### src/design/wspa_pkg.sv
// ----------------------------------------------------------------------------
// wspa_pkg
// Shared constants, register codes and types of the wheel speed controller.
// ----------------------------------------------------------------------------
`default_nettype none

package wspa_pkg;

	localparam int FULL_SCALE     = 16384;
	localparam int GAIN_FRAC_BITS = 8;

	localparam int CNT_W   = 32;
	localparam int SPD_W   = 16;
	localparam int GAIN_W  = 16;
	localparam int SLIP_W  = 15;
	localparam int ERR_W   = SPD_W + 1;
	localparam int DERR_W  = SPD_W + 2;
	localparam int ACC_W   = GAIN_W + DERR_W + 2;
	localparam int EMF_W   = GAIN_W + SPD_W + 2;
	localparam int CIDX_W  = 3;

	typedef enum logic [CIDX_W-1:0] {
		REG_GAIN_P_LOW  = 3'd0,
		REG_GAIN_I_LOW  = 3'd1,
		REG_GAIN_P_HIGH = 3'd2,
		REG_GAIN_I_HIGH = 3'd3,
		REG_LOW_THRESH  = 3'd4,
		REG_EMF_GAIN    = 3'd5,
		REG_SLIP_LIMIT  = 3'd6
	} cfg_reg_t;

	typedef struct packed {
		logic        [GAIN_W-1:0] gain_p_low;
		logic        [GAIN_W-1:0] gain_i_low;
		logic        [GAIN_W-1:0] gain_p_high;
		logic        [GAIN_W-1:0] gain_i_high;
		logic signed [SPD_W-1:0]  low_speed_threshold;
		logic        [GAIN_W-1:0] emf_gain;
		logic        [SLIP_W-1:0] slip_limit;
	} cfg_t;

	localparam logic [GAIN_W-1:0] RST_GAIN_P_LOW  = 16'd20;
	localparam logic [GAIN_W-1:0] RST_GAIN_I_LOW  = 16'd1;
	localparam logic [GAIN_W-1:0] RST_GAIN_P_HIGH = 16'd2;
	localparam logic [GAIN_W-1:0] RST_GAIN_I_HIGH = 16'd0;
	localparam logic [SPD_W-1:0]  RST_LOW_THRESH  = 16'd10;
	localparam logic [GAIN_W-1:0] RST_EMF_GAIN    = 16'd256;
	localparam logic [SLIP_W-1:0] RST_SLIP_LIMIT  = 15'd8192;

	// saturate a 32-bit signed value to 16 signed bits
	function automatic logic signed [SPD_W-1:0] sat_spd(input logic signed [CNT_W-1:0] v);
		logic signed [CNT_W-1:0] hi;
		logic signed [CNT_W-1:0] lo;
		hi = CNT_W'(32767);
		lo = -CNT_W'(32768);
		if (v > hi)
			return SPD_W'(hi);
		else if (v < lo)
			return SPD_W'(lo);
		else
			return SPD_W'(v);
	endfunction

endpackage

`default_nettype wire

### src/design/wspa_cfg.sv
// ----------------------------------------------------------------------------
// wspa_cfg
// Configuration register bank: gains, speed threshold, back-EMF gain, slip.
// ----------------------------------------------------------------------------
`default_nettype none

module wspa_cfg
	import wspa_pkg::*;
(
	input  wire logic              clk,
	input  wire logic              arst_n,
	input  wire logic              wr_en,
	input  wire logic [CIDX_W-1:0] wr_index,
	input  wire logic [GAIN_W-1:0] wr_data,
	output      cfg_t              cfg
);

	cfg_t cfg_q;

	always_ff @(posedge clk or negedge arst_n) begin
		if (!arst_n) begin
			cfg_q.gain_p_low          <= RST_GAIN_P_LOW;
			cfg_q.gain_i_low          <= RST_GAIN_I_LOW;
			cfg_q.gain_p_high         <= RST_GAIN_P_HIGH;
			cfg_q.gain_i_high         <= RST_GAIN_I_HIGH;
			cfg_q.low_speed_threshold <= RST_LOW_THRESH;
			cfg_q.emf_gain            <= RST_EMF_GAIN;
			cfg_q.slip_limit          <= RST_SLIP_LIMIT;
		end else if (wr_en) begin
			unique case (wr_index)
				REG_GAIN_P_LOW:  cfg_q.gain_p_low          <= wr_data;
				REG_GAIN_I_LOW:  cfg_q.gain_i_low          <= wr_data;
				REG_GAIN_P_HIGH: cfg_q.gain_p_high         <= wr_data;
				REG_GAIN_I_HIGH: cfg_q.gain_i_high         <= wr_data;
				REG_LOW_THRESH:  cfg_q.low_speed_threshold <= wr_data;
				REG_EMF_GAIN:    cfg_q.emf_gain            <= wr_data;
				REG_SLIP_LIMIT:  cfg_q.slip_limit          <= wr_data[SLIP_W-1:0];
				default: begin
				end
			endcase
		end
	end

	assign cfg = cfg_q;

endmodule

`default_nettype wire

### config.mk
export PLATFORM = sky130hd
export DESIGN_NAME = wspa_cfg
export DESIGN_NICKNAME = d
export VERILOG_FILES = /design/src/design/wspa_pkg.sv /design/src/design/wspa_cfg.sv
export SDC_FILE = /design/constraint.sdc
export NUM_CORES = 1
export LEC_CHECK = 0
export ABC_AREA = 1
export BUFFER_PORTS_ARGS = -buffer_cell sky130_fd_sc_hd__buf_2
export CAP_MARGIN = 20
export CORE_ASPECT_RATIO = 0.7
export CORE_UTILIZATION = 34
export CTS_BUF_LIST = sky130_fd_sc_hd__clkbuf_2
export DETAILED_ROUTE_END_ITERATION = 10
export PLACE_DENSITY = 0.63
export SYNTH_ARGS = -nofsm -noshare
export SYNTH_HDL_FRONTEND = slang
export SYNTH_SLANG_ARGS = --single-unit
export TNS_END_PERCENT = 5
### constraint.sdc
create_clock -name clk -period 1.49 [get_ports clk]
set_input_delay 0.3725 -clock clk [delete_from_list [all_inputs] [get_ports clk]]
set_output_delay 0.3725 -clock clk [all_outputs]
set_load 0.01 [all_outputs]
==> results.py <==
metrics = {
    "logic_synthesis": {
        "synth_seq_area_share": 0.641,
        "synthArstFlopShare": 1.00,
        "synth-seq-cells": 111,
        "synth-edff-count": 0,
        "synthCells": 490,
        "number_of_synthesis_warnings": 0,
        "yosys.cell_types.count": 13,
        "yosys_most_used_dff": "sky130_fd_sc_hd__dfrtp_1",
        "synth.cell_area_sq_mm": 0.00435,
        "syn_area_per_cell_sq_um": 8.88,
        "syn-num-nets": 512,
    },
    "placed_design": {
        "dpl_worst_slack_ns": 0.119,
        "dp.cells": 780,
        "place.port_buffers": 132,
        "dp_hpwl_um": 9020,
        "gp_congestion": 0.802,
        "placed_area_sq_mm": 0.00531,
    },
    "worst_hold_path": {
        "worstHoldPathType": "input port to flip-flop",
        "min_from": "wr_data[11]",
    },
    "routing": {
        "detailroute.via_count": 3857,
        "avgRoutedWirePerCell_um": 15.8,
        "finalWirelength_um": 12900,
        "detail_route.first_pass.iterations": 5,
        "final_antenna_net_count": 0,
        "route.detailed.drc": 0,
        "vias_per_cell": 4.74,
        "dr.first_iter.drc_count": 271,
    },
    "setup_path": {
        "cpPeakStageDelay_ns": 0.61,
        "critical_path.top_delay_family": "flip-flops",
        "timing.critical_path.from_type": "flip-flop",
        "critical_path.max_fanout": 2,
        "cp.buffers_inverters": 1,
        "timing.critical_path.cells": "buf_6",
        "crit_required_ns": 1.12,
        "endpoint_kind": "output pin",
        "crit_type": "flip-flop to output pin",
        "cp_slowest_cell": "sky130_fd_sc_hd__dfstp_2",
        "r2r_start": "cfg[64]$_DFFE_PN1P_",
        "critical_path.startpoint": "cfg[13]$_DFFE_PN1P_",
        "crit_arrival_ns": 1.32,
    },
    "global_route": {
        "global_route.usage.total": 0.201,
        "via_count_of_the_first_global_routing_pass": 3637,
        "global_route.overflow_total": 0,
        "grt_pass1_wl_um": 19800,
        "initial_antenna_violation_count": 0,
        "grt_start_max_net_pins": 57,
    },
    "layout": {
        "fin_nets": 669,
        "final-instance-count-excl-fill": 814,
        "final_common_cell": "sky130_fd_sc_hd__nand2_1",
        "final_design_area_no_fill_sq_mm": 0.00579,
        "post_route_cells_drive_above_1_share": 0.287,
        "num_antenna_cells": 0,
        "number_of_flip_flops_in_the_largest_register": 111,
        "areaGrowthSynthToFinish_pct": 33.0,
        "final_cell_mix": "sky130_fd_sc_hd__nand2_1, sky130_fd_sc_hd__buf_2, sky130_fd_sc_hd__dfrtp_1",
    },
    "clock_network": {
        "clock_path_buffers": 2,
        "ctsRootBufferMaster": "sky130_fd_sc_hd__clkbuf_2",
        "clock_insertion_delay_worst_skew_ns": 0.59,
        "htree_num_levels": 3,
        "cts_tree": "built",
        "number_of_clock_sinks_seen_by_cts": 111,
        "cts-buffers-inserted": 9,
        "cts.reportedPaths.clkPinSlew_ns": 0.29,
    },
    "floorplan": {
        "start_util": 0.349,
        "die-width_um": 137,
        "rows": 34,
        "die_h_um": 96.6,
        "total_die_area_sq_mm": 0.0133,
        "coreArea_sq_mm": 0.0125,
        "floorplan.io_pins": 133,
    },
    "status": {
        "run_status": "finished, violations left",
        "failing_checks": "negative setup slack",
    },
    "power": {
        "power_density_mw_per_mm2": 1280,
        "irDropWorstVdd_uv": 636,
        "leakagePower_uw": 0.00326,
    },
    "sta": {
        "setup_tns_ns": -8.73,
        "whs_ns": 0.0713,
        "clock_skew_ns": 0,
        "slew_violations": 0,
        "final_hold_viol_count": 0,
        "grt_setup_unrepaired": "true",
        "timing.fmax_mhz": 592,
        "setup-violations-final": 111,
        "tightestPinTransition_ns": 0.330,
        "layout_min_cycle_time_ns": 1.69,
        "max-slew-margin-rel": 0.779,
        "layout_setup_ws_ns": -0.200,
        "timing.final.crit_share": 1.13,
    },
    "run": {
        "max_cap_check_violation_count": 0,
    },
}
path summary, 6_finish.rpt:
check,endpoint,slack (ns),cells after the start
max in group asynchronous,cfg[23]$_DFFE_PN1P_,0.89,3
min in group asynchronous,cfg[67]$_DFFE_PN0P_,0.28,3
max reg2reg,cfg[64]$_DFFE_PN1P_,0.63,3
max,cfg[13],-0.20,1
min,cfg[11]$_DFFE_PN0P_,0.07,3
min reg2reg,cfg[79]$_DFFE_PN1P_,0.49,2
Yosys cell counts, types with 3 or more instances:
master | instances | area, sq um
sky130_fd_sc_hd__buf_2 | 16 | 80.1
sky130_fd_sc_hd__clkbuf_1 | 4 | 15.0
sky130_fd_sc_hd__dfrtp_1 | 103 | 2580
sky130_fd_sc_hd__dfstp_2 | 8 | 210
sky130_fd_sc_hd__inv_1 | 3 | 11.3
sky130_fd_sc_hd__inv_2 | 3 | 11.3
sky130_fd_sc_hd__nand2_1 | 277 | 1040
sky130_fd_sc_hd__nand2_2 | 4 | 25.0
sky130_fd_sc_hd__nand3_1 | 64 | 320
sky130_fd_sc_hd__nor2_2 | 3 | 18.8
sky130_fd_sc_hd__nor2_4 | 3 | 33.8
report_power, final:
part	internal (uW)	switching (uW)	total [uW]
clock	555	969	1520
sequential	3600	386	3990
combinational	868	1050	1910
total	5030	2400	7430
timing repair:
item,in CTS,in global routing
hold buffers,6,10
endpoints found under the hold margin,117,29
setup buffers,1,1
setup endpoints to repair,111,111
resized for setup,16,11
pin swaps,0,0
cells by family after synthesis:
kind of cell | after synthesis | synth area share
buf+inv | 27 | 0.0279
flops | 111 | 0.641
simple gates | 352 | 0.331
per-layer routing:
layer / global-route usage / share of wire / vias up
met5: 0 / 0 / -
met4: 0.0482 / 0.0095 / 0
met3: 0.0702 / 0.096 / 12
met2: 0.280 / 0.42 / 146
met1: 0.295 / 0.48 / 1861
li1: - / - / 1838
area by class of cell:
class | instances | area [sq um]
fillers | 1253 | 6680
flip-flops and latches | 111 | 2790
multi-input cells | 352 | 1440
repair buffers | 167 | 1200
well taps | 162 | 203
clock inverters | 6 | 85.1
clock buffers | 10 | 50.0
inverters | 6 | 22.5
per-stage QoR:
| step | total power [uW] | util |
|---|---|---|
| finish | 7430 | 0.464 |
| global route | 7890 | 0.464 |
| CTS | 7390 | 0.450 |
| detailed placement | 5730 | 0.426 |
| global placement | 5680 | 0.426 |
| floorplan | 4750 | - |
Power figures use the tool's default switching activity.
