<file path="src/design/wspa_pkg.sv">
// ----------------------------------------------------------------------------
// wspa_pkg
// Shared constants, register codes and types of the wheel speed controller.
// ----------------------------------------------------------------------------
`default_nettype none

package wspa_pkg;

	localparam int FULL_SCALE     = 16384;
	localparam int GAIN_FRAC_BITS = 8;

	localparam int CNT_W   = 32;
	localparam int SPD_W   = 16;
	localparam int GAIN_W  = 16;
	localparam int SLIP_W  = 15;
	localparam int ERR_W   = SPD_W + 1;
	localparam int DERR_W  = SPD_W + 2;
	localparam int ACC_W   = GAIN_W + DERR_W + 2;
	localparam int EMF_W   = GAIN_W + SPD_W + 2;
	localparam int CIDX_W  = 3;

	typedef enum logic [CIDX_W-1:0] {
		REG_GAIN_P_LOW  = 3'd0,
		REG_GAIN_I_LOW  = 3'd1,
		REG_GAIN_P_HIGH = 3'd2,
		REG_GAIN_I_HIGH = 3'd3,
		REG_LOW_THRESH  = 3'd4,
		REG_EMF_GAIN    = 3'd5,
		REG_SLIP_LIMIT  = 3'd6
	} cfg_reg_t;

	typedef struct packed {
		logic        [GAIN_W-1:0] gain_p_low;
		logic        [GAIN_W-1:0] gain_i_low;
		logic        [GAIN_W-1:0] gain_p_high;
		logic        [GAIN_W-1:0] gain_i_high;
		logic signed [SPD_W-1:0]  low_speed_threshold;
		logic        [GAIN_W-1:0] emf_gain;
		logic        [SLIP_W-1:0] slip_limit;
	} cfg_t;

	localparam logic [GAIN_W-1:0] RST_GAIN_P_LOW  = 16'd20;
	localparam logic [GAIN_W-1:0] RST_GAIN_I_LOW  = 16'd1;
	localparam logic [GAIN_W-1:0] RST_GAIN_P_HIGH = 16'd2;
	localparam logic [GAIN_W-1:0] RST_GAIN_I_HIGH = 16'd0;
	localparam logic [SPD_W-1:0]  RST_LOW_THRESH  = 16'd10;
	localparam logic [GAIN_W-1:0] RST_EMF_GAIN    = 16'd256;
	localparam logic [SLIP_W-1:0] RST_SLIP_LIMIT  = 15'd8192;

	// saturate a 32-bit signed value to 16 signed bits
	function automatic logic signed [SPD_W-1:0] sat_spd(input logic signed [CNT_W-1:0] v);
		logic signed [CNT_W-1:0] hi;
		logic signed [CNT_W-1:0] lo;
		hi = CNT_W'(32767);
		lo = -CNT_W'(32768);
		if (v > hi)
			return SPD_W'(hi);
		else if (v < lo)
			return SPD_W'(lo);
		else
			return SPD_W'(v);
	endfunction

endpackage

`default_nettype wire

</file>
<file path="src/design/wspa_wheel.sv">
// ----------------------------------------------------------------------------
// wspa_wheel
// One wheel: speed from encoder counts, incremental PI step with scheduled
// gains, full-scale and anti-slip clamps, and the wheel's state registers.
// ----------------------------------------------------------------------------
`default_nettype none

module wspa_wheel
	import wspa_pkg::*;
(
	input  wire logic                    clk,
	input  wire logic                    arst_n,
	input  wire cfg_t                    cfg,
	input  wire logic                    commit,
	input  wire logic                    kind,
	input  wire logic signed [CNT_W-1:0] value,
	output      logic signed [SPD_W-1:0] drive_nxt,
	output      logic signed [SPD_W-1:0] speed_nxt,
	output      logic                    changed
);

	logic signed [CNT_W-1:0]  prev_count_q;
	logic signed [SPD_W-1:0]  speed_q;
	logic signed [SPD_W-1:0]  target_q;
	logic signed [ERR_W-1:0]  prev_err_q;
	logic signed [SPD_W-1:0]  drive_q;

	logic signed [CNT_W-1:0]  diff;
	logic signed [SPD_W-1:0]  w;
	logic signed [SPD_W-1:0]  tgt;
	logic signed [ERR_W-1:0]  err;
	logic signed [DERR_W-1:0] derr;
	logic                     low;
	logic        [GAIN_W-1:0] kp;
	logic        [GAIN_W-1:0] ki;
	logic signed [ACC_W-1:0]  acc;
	logic signed [ACC_W-1:0]  u0;
	logic signed [ACC_W-1:0]  fs_acc;
	logic signed [SPD_W-1:0]  u1;
	logic signed [EMF_W-1:0]  emf;
	logic signed [EMF_W-1:0]  umax;
	logic signed [EMF_W-1:0]  umin;
	logic signed [EMF_W-1:0]  u2;
	logic signed [EMF_W-1:0]  fs_emf;
	logic signed [SPD_W-1:0]  u3;

	always_comb begin
		diff = value - prev_count_q;
		w    = kind ? speed_q : sat_spd(diff);
		tgt  = kind ? sat_spd(value) : target_q;
		err  = ERR_W'(tgt) - ERR_W'(w);
		derr = DERR_W'(err) - DERR_W'(prev_err_q);

		low = (w < cfg.low_speed_threshold);
		kp  = low ? cfg.gain_p_low : cfg.gain_p_high;
		ki  = low ? cfg.gain_i_low : cfg.gain_i_high;

		acc = ACC_W'($signed({1'b0, kp}) * derr) + ACC_W'($signed({1'b0, ki}) * err);
		u0  = (acc >>> GAIN_FRAC_BITS) + ACC_W'(drive_q);

		fs_acc = ACC_W'(FULL_SCALE);
		if (u0 > fs_acc)
			u1 = SPD_W'(fs_acc);
		else if (u0 < -fs_acc)
			u1 = SPD_W'(-fs_acc);
		else
			u1 = SPD_W'(u0);

		// anti-slip window around back-EMF level
		emf  = EMF_W'($signed({1'b0, cfg.emf_gain}) * w) >>> GAIN_FRAC_BITS;
		umax = emf + EMF_W'({1'b0, cfg.slip_limit});
		umin = emf - EMF_W'({1'b0, cfg.slip_limit});
		u2   = EMF_W'(u1);
		if (u2 > umax)
			u2 = umax;
		if (u2 < umin)
			u2 = umin;

		fs_emf = EMF_W'(FULL_SCALE);
		if (u2 > fs_emf)
			u3 = SPD_W'(fs_emf);
		else if (u2 < -fs_emf)
			u3 = SPD_W'(-fs_emf);
		else
			u3 = SPD_W'(u2);
	end

	assign drive_nxt = u3;
	assign speed_nxt = w;
	assign changed   = (u3 != drive_q);

	always_ff @(posedge clk or negedge arst_n) begin
		if (!arst_n) begin
			prev_count_q <= '0;
			speed_q      <= '0;
			target_q     <= '0;
			prev_err_q   <= '0;
			drive_q      <= '0;
		end else if (commit) begin
			if (kind) begin
				target_q <= tgt;
			end else begin
				prev_count_q <= value;
				speed_q      <= w;
			end
			prev_err_q <= err;
			drive_q    <= u3;
		end
	end

endmodule

`default_nettype wire

</file>
<file path="config.mk">
export PLATFORM = sky130hd
export DESIGN_NAME = wspa_wheel
export DESIGN_NICKNAME = d
export VERILOG_FILES = /design/src/design/wspa_pkg.sv /design/src/design/wspa_wheel.sv
export SDC_FILE = /design/constraint.sdc
export NUM_CORES = 2
export LEC_CHECK = 0
export BUFFER_PORTS_ARGS = -buffer_cell sky130_fd_sc_hd__buf_2
export CAP_MARGIN = 20
export CORE_ASPECT_RATIO = 1.5
export CORE_MARGIN = 4
export CORE_UTILIZATION = 59
export DETAILED_ROUTE_END_ITERATION = 8
export HOLD_SLACK_MARGIN = 0.06
export PLACE_DENSITY = 0.79
export SETUP_SLACK_MARGIN = 0.05
export SLEW_MARGIN = 20
export SYNTH_ARGS = -nofsm -noshare
export SYNTH_HDL_FRONTEND = slang
export SYNTH_SLANG_ARGS = --single-unit
</file>
<file path="constraint.sdc">
create_clock -name clk -period 41 [get_ports clk]
set_input_delay 4.1 -clock clk [delete_from_list [all_inputs] [get_ports clk]]
set_output_delay 4.1 -clock clk [all_outputs]
set_load 0.05 [all_outputs]
</file>
==> results.json <==
{
  "reg2reg_slack_ns": 13.39,
  "worstHoldPathType": "flip-flop to flip-flop",
  "yosys_warnings": 0,
  "drt_pass1_iterations": 6,
  "ios": 180,
  "grt_pass1_wl_um": 205500,
  "r2r_start": "prev_count_q[0]",
  "ctsResizeCount": 0,
  "gp_congestion": 1.049,
  "drc": 0,
  "die_area_mm2": 0.07779,
  "area_delta_synth_final_pct": 5.522,
  "hpwl_um": 108600,
  "syn_area_per_cell_um2": 8.314,
  "worstSetupStartpoint": "value[0]",
  "critPathLaunchType": "input port",
  "hold_path_depth": 2,
  "clockBufferDepth": 2,
  "die_w_um": 229.1,
  "vias": 36920,
  "grt_pass1_vias": 39290,
  "synth_cell_types": 99,
  "wirelength_um": 127100,
  "finalHoldViolations": 0,
  "yosysSeqAreaShare_pct": 5.612,
  "endpoint": "changed",
  "fin_ws_ns": 5.028,
  "period_needed_ns": 35.97,
  "wl_per_cell_um": 20.37,
  "fp-row-count": 121,
  "finalSetupTns_ns": 0,
  "clock_skew_ns": 0.02201,
  "yosysTopAreaCell": "fa_1",
  "critPathSlowestCell": "mux2i_1",
  "nets": 6709,
  "syn_inst": 5202,
  "ys_async_sr_fraction_pct": 100.0,
  "cpMostUsedCell": "ha_1",
  "synth_area_leaders": "fa_1, ha_1, inv_1, dfrtp_1, nand2_1",
  "required_ns": 36.90,
  "grt_max_degree": 72,
  "final_max_slew_viol_count": 0,
  "timing.fmax_mhz": 27.80,
  "port_buffers": 179,
  "r2r_cells": 100,
  "clk_latency_ns": 0.40,
  "die_y_um": 339.6,
  "setup_violations": 0,
  "cap_violations": 0,
  "synth_seq_cells": 97,
  "critPathMaxFanout": 52,
  "syn_nets": 6606,
  "end_kind": "output port",
  "drtIter0Drc": 2580,
  "grt_use_total_pct": 33.28,
  "avgViaCountPerCell": 5.918,
  "clk_pin_slew_ns": 0.08,
  "regToRegEndpoint": "drive_q[7]",
  "ctsHoldBuffers": 0,
  "numCtsBuffers": 9,
  "cts_root_buffer": "clkbuf_16",
  "dp_slack_ns": 5.768,
  "outcome": "complete, no violations",
  "start_util_pct": 59.52,
  "cts_sinks": 97,
  "antenna_found_initial": 7,
  "synth-edff-count": 0,
  "slowest_delay_ns": 0.96,
  "drive_gt1_share_pct": 6.874,
  "period_share_pct": 87.74,
  "grt_overflow": 0,
  "cts.htree.levels": 3,
  "grt_setup_unrepaired": "no",
  "tightestPinTransition_ns": 1.173,
  "critical_path_class": "input port to output port",
  "maxSlewHeadroom_pct": 19.54,
  "post_cts_buffers": 0,
  "synth_area_mm2": 0.04325,
  "core_mm2": 0.07267,
  "synth_top_area_share_pct": 35.18,
  "drt.antenna.violating_nets": 0,
  "crit_arrival_ns": 31.87,
  "holdCritStartpoint": "target_q[5]",
  "synth-main-ff-cell": "dfrtp_1",
  "cts_tree": "done"
}
-- registers in the layout, summed over array words and instances, names as in the netlist --
| signal | count |
|---|---|
| prev_err_q | 17 |
| prev_count_q | 32 |
| speed_q | 16 |
| target_q | 16 |
| drive_q | 16 |
-- cells in the final DEF (no fill, tap or decap), types with 119 or more instances in the layout --
cell	instances
nand2_1	534
buf_2	178
fa_1	760
and2_1	119
inv_1	1112
o21ai_0	177
nor2_1	490
ha_1	497
xnor2_1	129
a21oi_1	212
-- synth_stat cells, drive strengths merged, types with 26 or more instances --
master / number
o21ai: 184
clkbuf: 143
nor2b: 36
nand2: 534
mux2: 42
a21oi: 218
and2: 121
xor2: 56
mux2i: 46
nor3: 49
nand2b: 72
xnor2: 129
ha: 497
o21bai: 36
nand3: 49
fa: 760
a21o: 85
dfrtp: 97
nand4: 47
inv: 1112
nor2: 491
nor4: 26
o21a: 33
-- cells by family after synthesis --
family,count (synthesis),synth area share (%)
AND/OR/NAND/NOR,1531,16.27
buffers and inverters,1281,11.17
adder cells (fa/ha/maj),1259,49.60
AO/OA/AOI/OAI,761,11.44
XOR/XNOR,185,3.746
flip-flops,97,5.612
multiplexers,88,2.158
-- area by class of cell --
class,count,area (um^2)
multi-input cells,3824,36080
fillers,6266,27030
inverters,1122,4212
flip-flops and latches,97,2427
repair buffers,251,1459
well taps,922,1154
clock buffers,9,225.2
clock inverters,7,71.32
diodes,6,15.01
-- routing by layer --
metal  wire (um)  part of all wire, %  track usage, %  up-vias
li1            -                    -               -    16590
met1       44720                   35           37.74    18260
met2       63380                   50           58.15     1538
met3        7351                  5.8           3.811      527
met4       11620                  9.1           23.60        2
met5          12               0.0094               0        -
-- worst min-delay path by stage --
stage	to
floorplan	speed_q[15]
global placement	target_q[14]
detailed placement	speed_q[15]
CTS	speed_q[15]
global route	target_q[9]
finish	target_q[5]
-- critical path: cells and delay by family --
kind | cells | cell delay, ns
AO/OA/AOI/OAI | 55 | 13.57
AND/OR/NAND/NOR | 21 | 5.01
adder cells (fa/ha/maj) | 15 | 5.70
XOR/XNOR | 1 | 0.13
multiplexers | 1 | 0.96
buffers and inverters | 11 | 2.31
-- through the flow --
stage	hold slack [ns]	utilization (%)	instance area, um^2	std cells
3_3_place_gp	0.4619	62.29	45270	6215
6_report	0.4867	62.80	45640	6238
5_1_grt	0.5087	62.79	45630	6233
2_1_floorplan	0.4446	-	43250	5202
3_5_place_dp	0.4723	62.29	45270	6215
4_1_cts	0.4893	62.70	45560	6231
Power is not shown: default switching activity piles up to over one toggle a cycle in this logic, so the estimate is an artifact.
